$ cat config.mk
export PLATFORM = sky130hd
export DESIGN_NAME = circular_fifo_with_search
export DESIGN_NICKNAME = d
export VERILOG_FILES = /design/src/cfws_pkg.sv /design/src/cfws_mem.sv /design/src/circular_fifo_with_search.sv
export SDC_FILE = /design/constraint.sdc
export NUM_CORES = 1
export LEC_CHECK = 0
export BUFFER_PORTS_ARGS = -buffer_cell sky130_fd_sc_hd__buf_4
export CAP_MARGIN = 20
export CORE_UTILIZATION = 50
export CTS_CLUSTER_DIAMETER = 80
export DETAILED_ROUTE_END_ITERATION = 12
export PLACE_DENSITY = 0.77
export SKIP_CTS_REPAIR_TIMING = 1
export SLEW_MARGIN = 5
export SYNTH_ARGS = -nofsm -noshare
export SYNTH_HDL_FRONTEND = slang
export SYNTH_SLANG_ARGS = --single-unit
$ cat constraint.sdc
create_clock -name clk -period 14.2 [get_ports clk]
set_clock_uncertainty 0.05 [all_clocks]
set_input_delay 1.42 -clock clk [delete_from_list [all_inputs] [get_ports clk]]
set_output_delay 1.42 -clock clk [all_outputs]
set_load 0.03 [all_outputs]
$ cat src/cfws_pkg.sv
// Package for the circular FIFO with search: payload structs, command codes,
// reset constants and the pointer wrap helper. No dependencies.
`default_nettype none

package cfws_pkg;

  localparam int DEPTH_DEFAULT = 16;

  localparam int CAP_W   = 5;
  localparam int WORD_W  = 32;
  localparam int FOUND_W = 4;

  localparam logic [CAP_W-1:0] CAP_RESET = 5'd16;

  localparam logic [2:0] CMD_ENQ    = 3'd0;
  localparam logic [2:0] CMD_DEQ    = 3'd1;
  localparam logic [2:0] CMD_PEEK   = 3'd2;
  localparam logic [2:0] CMD_CLEAR  = 3'd3;
  localparam logic [2:0] CMD_SEARCH = 3'd4;

  typedef struct packed {
    logic [2:0]               command;
    logic signed [WORD_W-1:0] value;
  } item_t;

  typedef struct packed {
    logic                     status;
    logic signed [WORD_W-1:0] data;
    logic [FOUND_W-1:0]       found_index;
    logic [CAP_W-1:0]         count;
    logic                     empty_res;
    logic                     full_res;
  } result_t;

  // Advance a ring pointer, wrapping to zero at the effective capacity.
  function automatic logic [CAP_W-1:0] wrap_next(input logic [CAP_W-1:0] p,
                                                 input logic [CAP_W-1:0] cap);
    logic [CAP_W:0] inc;
    inc = {1'b0, p} + 1'b1;
    if (inc >= {1'b0, cap}) begin
      wrap_next = '0;
    end else begin
      wrap_next = inc[CAP_W-1:0];
    end
  endfunction

endpackage

`default_nettype wire

$ cat src/cfws_mem.sv
// Word storage for the circular FIFO: one write port and one read port with
// registered read data. Depends on cfws_pkg for the word width.
`default_nettype none

module cfws_mem
  import cfws_pkg::*;
#(
  parameter int DEPTH = DEPTH_DEFAULT,
  localparam int AW = $clog2(DEPTH)
) (
  input  wire logic                     clk,
  input  wire logic                     we,
  input  wire logic [AW-1:0]            waddr,
  input  wire logic signed [WORD_W-1:0] wdata,
  input  wire logic [AW-1:0]            raddr,
  output logic signed [WORD_W-1:0]      rdata
);

  logic signed [WORD_W-1:0] mem [DEPTH];

  always_ff @(posedge clk) begin
    if (we) begin
      mem[waddr] <= wdata;
    end
  end

  always_ff @(posedge clk) begin
    rdata <= mem[raddr];
  end

endmodule

`default_nettype wire

$ cat src/circular_fifo_with_search.sv
// Circular FIFO with search: command sequencer, ring pointers and capacity
// register. Depends on cfws_pkg and the storage module cfws_mem.
//
// Usage: drive item and raise start; the command is transferred at a rising
// edge where start is high and busy is low. Each command gives exactly one
// result, shown on result for one cycle with done high; the receiver takes
// it at the edge that ends that cycle and cannot hold it off.
// Enqueue, clear, failed dequeue/peek, search of an empty queue and unknown
// codes set done at the transfer edge. Dequeue and peek go through S_READ
// for the registered memory read before done. Search goes through S_SCAN,
// comparing entries from the head up to the current count and stopping at
// the first match; the single compare unit checks one entry per cycle.
// busy is high from the transfer until the result is registered, so the
// next command may be transferred during the done cycle.
// The capacity register is written through cfg_we/cfg_data; the user must do
// so only while the block is idle, as the block does not enforce it. A write
// clears head, tail and count. Capacity is saturated to 1..min(DEPTH, 31).
// Reset (rst, synchronous) empties the queue and sets capacity to 16;
// storage contents are not cleared, and no clearing pass is needed.
`default_nettype none

module circular_fifo_with_search
  import cfws_pkg::*;
#(
  parameter int DEPTH = DEPTH_DEFAULT
) (
  input  wire logic             clk,
  input  wire logic             rst,
  input  wire logic             start,
  input  wire item_t            item,
  output logic                  busy,
  output logic                  done,
  output result_t               result,
  input  wire logic             cfg_we,
  input  wire logic [CAP_W-1:0] cfg_data
);

  localparam int AW = $clog2(DEPTH);
  localparam logic [CAP_W-1:0] CAP_MAX = (DEPTH > 31) ? 5'd31 : CAP_W'(DEPTH);

  typedef enum logic [1:0] {
    S_IDLE,
    S_READ,
    S_SCAN
  } state_t;

  state_t                   state;
  logic [CAP_W-1:0]         capacity;
  logic [CAP_W-1:0]         head;
  logic [CAP_W-1:0]         tail;
  logic [CAP_W-1:0]         occ;
  logic [CAP_W-1:0]         idx;
  logic [CAP_W-1:0]         nxt;
  logic [CAP_W-1:0]         rem;
  logic signed [WORD_W-1:0] val;
  logic                     res_status;
  logic signed [WORD_W-1:0] res_data;
  logic [FOUND_W-1:0]       res_found;

  logic [CAP_W-1:0]         cap_eff;
  logic                     accept;
  logic                     mem_we;
  logic [AW-1:0]            raddr;
  logic signed [WORD_W-1:0] rdata;

  always_comb begin
    if (capacity == '0) begin
      cap_eff = 5'd1;
    end else if (capacity > CAP_MAX) begin
      cap_eff = CAP_MAX;
    end else begin
      cap_eff = capacity;
    end
  end

  assign busy   = (state != S_IDLE);
  assign accept = start && !busy;
  assign mem_we = accept && (item.command == CMD_ENQ) && (occ < cap_eff);
  // Pointers never reach the effective capacity, which is at most DEPTH.
  assign raddr  = (state == S_SCAN) ? AW'(nxt) : AW'(head);

  cfws_mem #(
    .DEPTH(DEPTH)
  ) u_mem (
    .clk  (clk),
    .we   (mem_we),
    .waddr(AW'(tail)),
    .wdata(item.value),
    .raddr(raddr),
    .rdata(rdata)
  );

  always_ff @(posedge clk) begin
    if (rst) begin
      state    <= S_IDLE;
      done     <= 1'b0;
      capacity <= CAP_RESET;
      head     <= '0;
      tail     <= '0;
      occ      <= '0;
    end else begin
      done <= 1'b0;
      case (state)
        S_IDLE: begin
          if (start) begin
            res_status <= 1'b1;
            res_data   <= '0;
            res_found  <= '0;
            done       <= 1'b1;
            case (item.command)
              CMD_ENQ: begin
                if (occ < cap_eff) begin
                  tail       <= wrap_next(tail, cap_eff);
                  occ        <= occ + 1'b1;
                  res_status <= 1'b0;
                end
              end
              CMD_DEQ: begin
                if (occ != '0) begin
                  head       <= wrap_next(head, cap_eff);
                  occ        <= occ - 1'b1;
                  res_status <= 1'b0;
                  done       <= 1'b0;
                  state      <= S_READ;
                end
              end
              CMD_PEEK: begin
                if (occ != '0) begin
                  res_status <= 1'b0;
                  done       <= 1'b0;
                  state      <= S_READ;
                end
              end
              CMD_CLEAR: begin
                head       <= '0;
                tail       <= '0;
                occ        <= '0;
                res_status <= 1'b0;
              end
              CMD_SEARCH: begin
                if (occ != '0) begin
                  val   <= item.value;
                  idx   <= head;
                  nxt   <= wrap_next(head, cap_eff);
                  rem   <= occ;
                  done  <= 1'b0;
                  state <= S_SCAN;
                end
              end
              default: begin
              end
            endcase
          end
        end
        S_READ: begin
          res_data <= rdata;
          done     <= 1'b1;
          state    <= S_IDLE;
        end
        S_SCAN: begin
          // rdata holds the entry at idx; the read of nxt is under way.
          if (rdata == val) begin
            res_found  <= idx[FOUND_W-1:0];
            res_status <= 1'b0;
            done       <= 1'b1;
            state      <= S_IDLE;
          end else if (rem == 5'd1) begin
            done  <= 1'b1;
            state <= S_IDLE;
          end else begin
            idx <= nxt;
            nxt <= wrap_next(nxt, cap_eff);
            rem <= rem - 1'b1;
          end
        end
        default: begin
          state <= S_IDLE;
        end
      endcase
      if (cfg_we) begin
        capacity <= cfg_data;
        head     <= '0;
        tail     <= '0;
        occ      <= '0;
      end
    end
  end

  // The count fields follow the occupancy, which holds still until the next
  // transfer completes the done cycle.
  assign result.status      = res_status;
  assign result.data        = res_data;
  assign result.found_index = res_found;
  assign result.count       = occ;
  assign result.empty_res   = (occ == '0);
  assign result.full_res    = (occ == cap_eff);

  a_occ_bound: assert property (@(posedge clk) disable iff (rst) occ <= cap_eff)
    else $error("occupancy exceeds effective capacity");

  a_busy_ends_in_result: assert property (@(posedge clk) disable iff (rst)
      $fell(busy) |-> done)
    else $error("sequencer returned to idle without a result");

  a_write_only_idle: assert property (@(posedge clk) disable iff (rst)
      mem_we |-> (state == S_IDLE) && (occ < cap_eff))
    else $error("storage written outside an accepted enqueue");

  a_flags_exclusive: assert property (@(posedge clk) disable iff (rst)
      done |-> !(result.empty_res && result.full_res))
    else $error("result reports empty and full together");

endmodule

`default_nettype wire

* Yosys cells after proc, flatten, opt, wreduce, memory -nomap -nowiden
Memories as Yosys holds them, arrays and structs flattened. A register that Yosys moved wholly into a read port is not among the register bits.
Cells that the tools add are included.
Widths: inputs -> output; s select.
** Cells by class
- Add/sub/neg operators :: 6
- Order comparisons :: 5
- Equality and inequality tests :: 21
- Multiplexer cells :: 55
- Bitwise logic cells :: 1
- Reduce and logical (&&, ||, !) cells :: 26
** Operators by type and width (count)
- $mux 5 :: 18
- $pmux 32 s2 :: 1
- $pmux 5 s2 :: 4
- $eq 32x32->1 :: 1
- $mux 32 :: 1
- $mux 4 :: 8
- $add 5x1->6 const B :: 3
- $ge 6x5->1 :: 3
- $pmux 4 s2 :: 2
- $pmux 5 s3 :: 1
- $reduce_and 5->1 :: 3
- $reduce_and 4->1 :: 3
- $logic_not 5->1 :: 2
- $mux 1 :: 10
- $mux 2 :: 5
- $ne 2x2->1 const B :: 5
- $reduce_bool 2->1 :: 5
- $sub 5x1->5 const B :: 2
- $pmux 2 s2 :: 2
- $reduce_and 7->1 :: 1
- $eq 3x2->1 const B :: 2
- $ne 2x1->1 const B :: 3
- $ne 3x3->1 const B :: 2
- $pmux 1 s3 :: 2
- other kinds (22) :: 25
** Storage, ports and cells
- Register bits after elaboration :: 106
- Memory bits (writable) :: 512
- Input port bits :: 44
- Output and inout bits :: 46
- Word-level logic and storage cells :: 128
- Memories :: 1
** Memory list
- u_mem.mem :: words 16, width 32, read ports 1, clocked after Yosys merged registers in 1, wr ports 1, RTL line cfws_mem.sv:19 : logic signed [WORD_W-1:0] mem [DEPTH];

* Logic depth before layout (Yosys ltp)
- Depth after elaboration :: 9
- Gate-level depth with buffers :: 11
- Mapped depth without buffers :: 10

* Cells and area by module
From an unflattened synthesis, not the netlist that was laid out.
** Second synthesis, totals
- Cells, all modules :: 1276
- Area, all modules :: 25049.0 um2
** By module, submodules not included
- cfws_mem :: instances 1, cells an instance 838, area each 19854.0 um2, sequential area each 16015.4 um2
- circular_fifo_with_search :: instances 1, cells an instance 438, area each 5195.0 um2, sequential area each 2952.8 um2

* Worst setup path before layout
Ideal clock, no wire load.
- Kind :: input-to-reg
- From :: input port start
- To :: memory u_mem.mem[3][0] (enable)
- Setup time :: 0.461 ns
- Data arrival time :: 4.920 ns
- Data required time :: 13.689 ns
- Path slack :: 8.769 ns
- Stages on the path :: 7
- Buffers on the path :: 2
- Path through :: or3b_2 > nor4_2 > and3_1 > clkbuf_1 > clkbuf_1 > nand2_1 > nor3_1
** On the way
- Cells in the longest elaborated chain, start to end :: 5
** Ends and longest elaborated chain
- from (decl) :: RTL line circular_fifo_with_search.sv:29 : input wire logic start,
- $logic_and 1x1->1 :: RTL line circular_fifo_with_search.sv:77 : assign accept = start && !busy;
- $logic_and 1x1->1 (2 in series) :: RTL line circular_fifo_with_search.sv:78 : assign mem_we = accept && (item.command == CMD_ENQ) && (occ < cap_eff);
- $mux 1 :: RTL line cfws_mem.sv:22 : if (we) begin
- $mux 1 (not written as such) :: RTL line cfws_mem.sv:23 : mem[waddr] <= wdata;
- to (decl) :: RTL line cfws_mem.sv:19
No other way between the ends.

* Worst setup path after layout
- From :: register state[1]
- To :: register u_mem.rdata[9] (read register of u_mem.mem)
** On the way
- Cells in the longest elaborated chain, start to end :: 2
** Ends and longest elaborated chain
- from (decl) :: RTL line circular_fifo_with_search.sv:47 : state_t state;
- from (signal assigned) :: RTL line circular_fifo_with_search.sv:95 : state <= S_IDLE;
- from (signal assigned) :: RTL line circular_fifo_with_search.sv:124 : state <= S_READ;
- from (signal assigned) :: RTL line circular_fifo_with_search.sv:131 : state <= S_READ;
- $eq 2x2->1 :: RTL line circular_fifo_with_search.sv:80 : assign raddr = (state == S_SCAN) ? AW'(nxt) : AW'(head);
- $mux 4 :: RTL line circular_fifo_with_search.sv:80
- to (decl) :: RTL line cfws_mem.sv:16 : output logic signed [WORD_W-1:0] rdata
No other way between the ends.
A chain may end at the register's enable or synchronous reset.

==> metrics.txt <==
status completed; Tmin final roughly 4.2 ns; initial antenna violation count 1; peak supply drop 112 uV; initial core utilization between 50% and 60%; Slew headroom a little under a quarter; Remaining DRCs 0; worst-skew pair later-pin latency 0.64 ns; area grow syn2layout 13.9%; Core Box Area between 0.04 and 0.05 sq mm; Final Hold Fails 0; setup TNS 0 ns; pwr dens 136 mW/mm^2; Synth cell types a little under 60; Max-Cap Viols 0; sequential share of power 53.6%; Pint between 3000 and 4000 uW; Hold Crit Class reg -> reg; ant diodes 0; Net Switching 773 uW; Startpoint Class flip-flop; Post-synth EDFFs between 500 and 600; Worst Path Arrival 4.65 ns; total gr overflow 0; Worst-path clk slew 0.06 ns; Port Buffers 89; RSZ-0062 raised after global routing no; Reg2Reg Setup Slack approximately 10 ns; die area between 0.05 and 0.06 sq mm; Pleak around 0.0098 uW; Post-Route WL between 60000 and 70000 um; total CTS buffers between 60 and 70; Clock Sinks 650; drt first pass iters 6; register area share after synthesis between 70% and 80%; Die H around 230 um; Slew Limit Fails 0; Comb power frac 2.0%; Ys Warns 0; Data required, critical path 14.65 ns; HPWL after DPL 33600 um; GPL Wtd Cong between 0.8 and 0.9; commonest non-fill, non-tap cell in the layout edfxtp_1; DR WL/cell approximately 24 um; Final ANT Viol Nets 0; DP Cell Count between 2000 and 2500; largest net degree at the start of global routing 85; most frequent cells in the layout 595 x edfxtp_1, 267 x nand2_1, 108 x buf_4; crit path max fanout 84; Longest Clk Path Bufs 3; Post-synth ARST share 0%; Clk pwr share between 40% and 50%; layout cell share with drive strength beyond 1 a little over an eighth; IO Count 90; Setup CP Type reg -> reg; Detailed Route Iter0 Violations 1865; Worst Setup End Kind flip-flop; Setup Viol. Count Final 0; mean number of vias per cell around 6.2; Nets between 1500 and 2000; most frequently used flop master after synthesis edfxtp_1; Syn Nets 1776; Total GRT Usage 23.8%; Die W about 230 um; crit share post-route 29.6%; synthesized area roughly 0.025 sq mm; synthesized instance count between 1500 and 2000; vias post-DR around 15000; Max H-tree Level 2; CTS tree built; Root Buffer clkbuf_16; register bit total from synthesis 650; row cnt between 80 and 90; vias in the first global route between 15000 and 20000; Avg Inst Size Synth ~15 sq um; Non-Filler Instances 2483; Switching Fraction between 15 and 20%; Fmax between 200 and 250 MHz; first-pass GRT wire length 90600 um; Worst-Margin Slew ~1.2 ns
-- synth_stat cells (16+ instances only) --
| library cell | number | area (sq um) |
|---|---|---|
| dfxtp_1 | 55 | 1100 |
| ha_1 | 31 | 388 |
| mux2i_1 | 16 | 160 |
| o21ai_0 | 19 | 95.1 |
| and3_1 | 17 | 106 |
| edfxtp_1 | 595 | 17900 |
| inv_1 | 26 | 97.6 |
| nand3_1 | 17 | 85.1 |
| xnor2_1 | 40 | 350 |
| nor2_1 | 24 | 90.1 |
| a211oi_1 | 21 | 158 |
| clkbuf_1 | 85 | 319 |
| and2_1 | 37 | 231 |
| a221oi_1 | 32 | 280 |
| o221ai_1 | 92 | 806 |
| or4_1 | 33 | 248 |
| nand2_1 | 267 | 1000 |
| a31oi_1 | 85 | 532 |
| a21oi_1 | 88 | 440 |
-- registers in the layout, summed over array words and instances, names as in the netlist --
name         flops
done             1
nxt              5
capacity         5
idx              4
res_found        4
res_status       1
head             5
u_mem.rdata     32
u_mem.mem      512
val             32
res_data        32
state            2
tail             5
occ              5
rem              5
-- per-layer routing --
layer,wire length [um],up-vias,track usage [%]
li1,-,6743,-
met3,5290,134,3.68
met2,28400,876,37.5
met1,24700,7647,33.3
met4,2020,0,9.83
met5,0,-,0
-- cell type report --
cell class / count / area [sq um]
fill: 3630 / 20600
sequential: 650 / 19000
multi-input combinational: 917 / 5840
clock buffer: 76 / 1650
timing repair buffer: 109 / 831
tap: 664 / 831
clock inverter: 40 / 509
inverter: 27 / 104
-- worst paths after layout --
path / start / endpoint / cells after the start
worst max-delay path: state[1] / u_mem.rdata[9] / 8
worst min-delay path: head[4] / head[4] / 2
worst max register to register: state[1] / u_mem.rdata[9] / 8
worst min register to register: head[4] / head[4] / 2
-- per-stage QoR --
step	power [uW]	setup slack (ns)	hold WS (ns)	area, sq um	util (%)
after global placement	2210	9.87	0.429	26600	53.8
after detailed placement	2220	9.75	0.432	26600	53.8
after global routing	4000	9.77	0.478	28700	58.2
after floorplan	2170	8.77	0.411	25200	-
final	3920	10.0	0.438	28700	58.2
after CTS	3930	10.05	0.440	28700	58.2
-- logic make-up (layout without fill, tap and decap cells) --
kind of cell,Yosys count,after routing,synth area share [%]
xor+xnor,45,45,1.56
flops,650,650,75.2
buf+inv,133,252,2.15
mux,19,19,0.794
simple gates,450,450,8.46
compound gates,371,371,10.2
fa+ha+maj,32,32,1.62
-- power groups by stage --
stage,registers (uW),logic (uW),clock network [uW]
floorplan,2150,24.8,0
global placement,2140,75.3,0
detailed placement,2140,78.7,0
CTS,2100,79.0,1750
global route,2100,85.6,1820
finish,2100,79.1,1740
-- worst max-delay path: stages (launching register included) --
cell and delay [ns]:
dfxtp_1 0.62, and3b_1 0.42, a21oi_4 0.04, buf_4 0.30, inv_4 0.71, buf_4 0.90, mux2i_1 0.29, o22ai_1 0.12
or4_1 0.48
No activity file was read; power rests on OpenSTA's default activity.
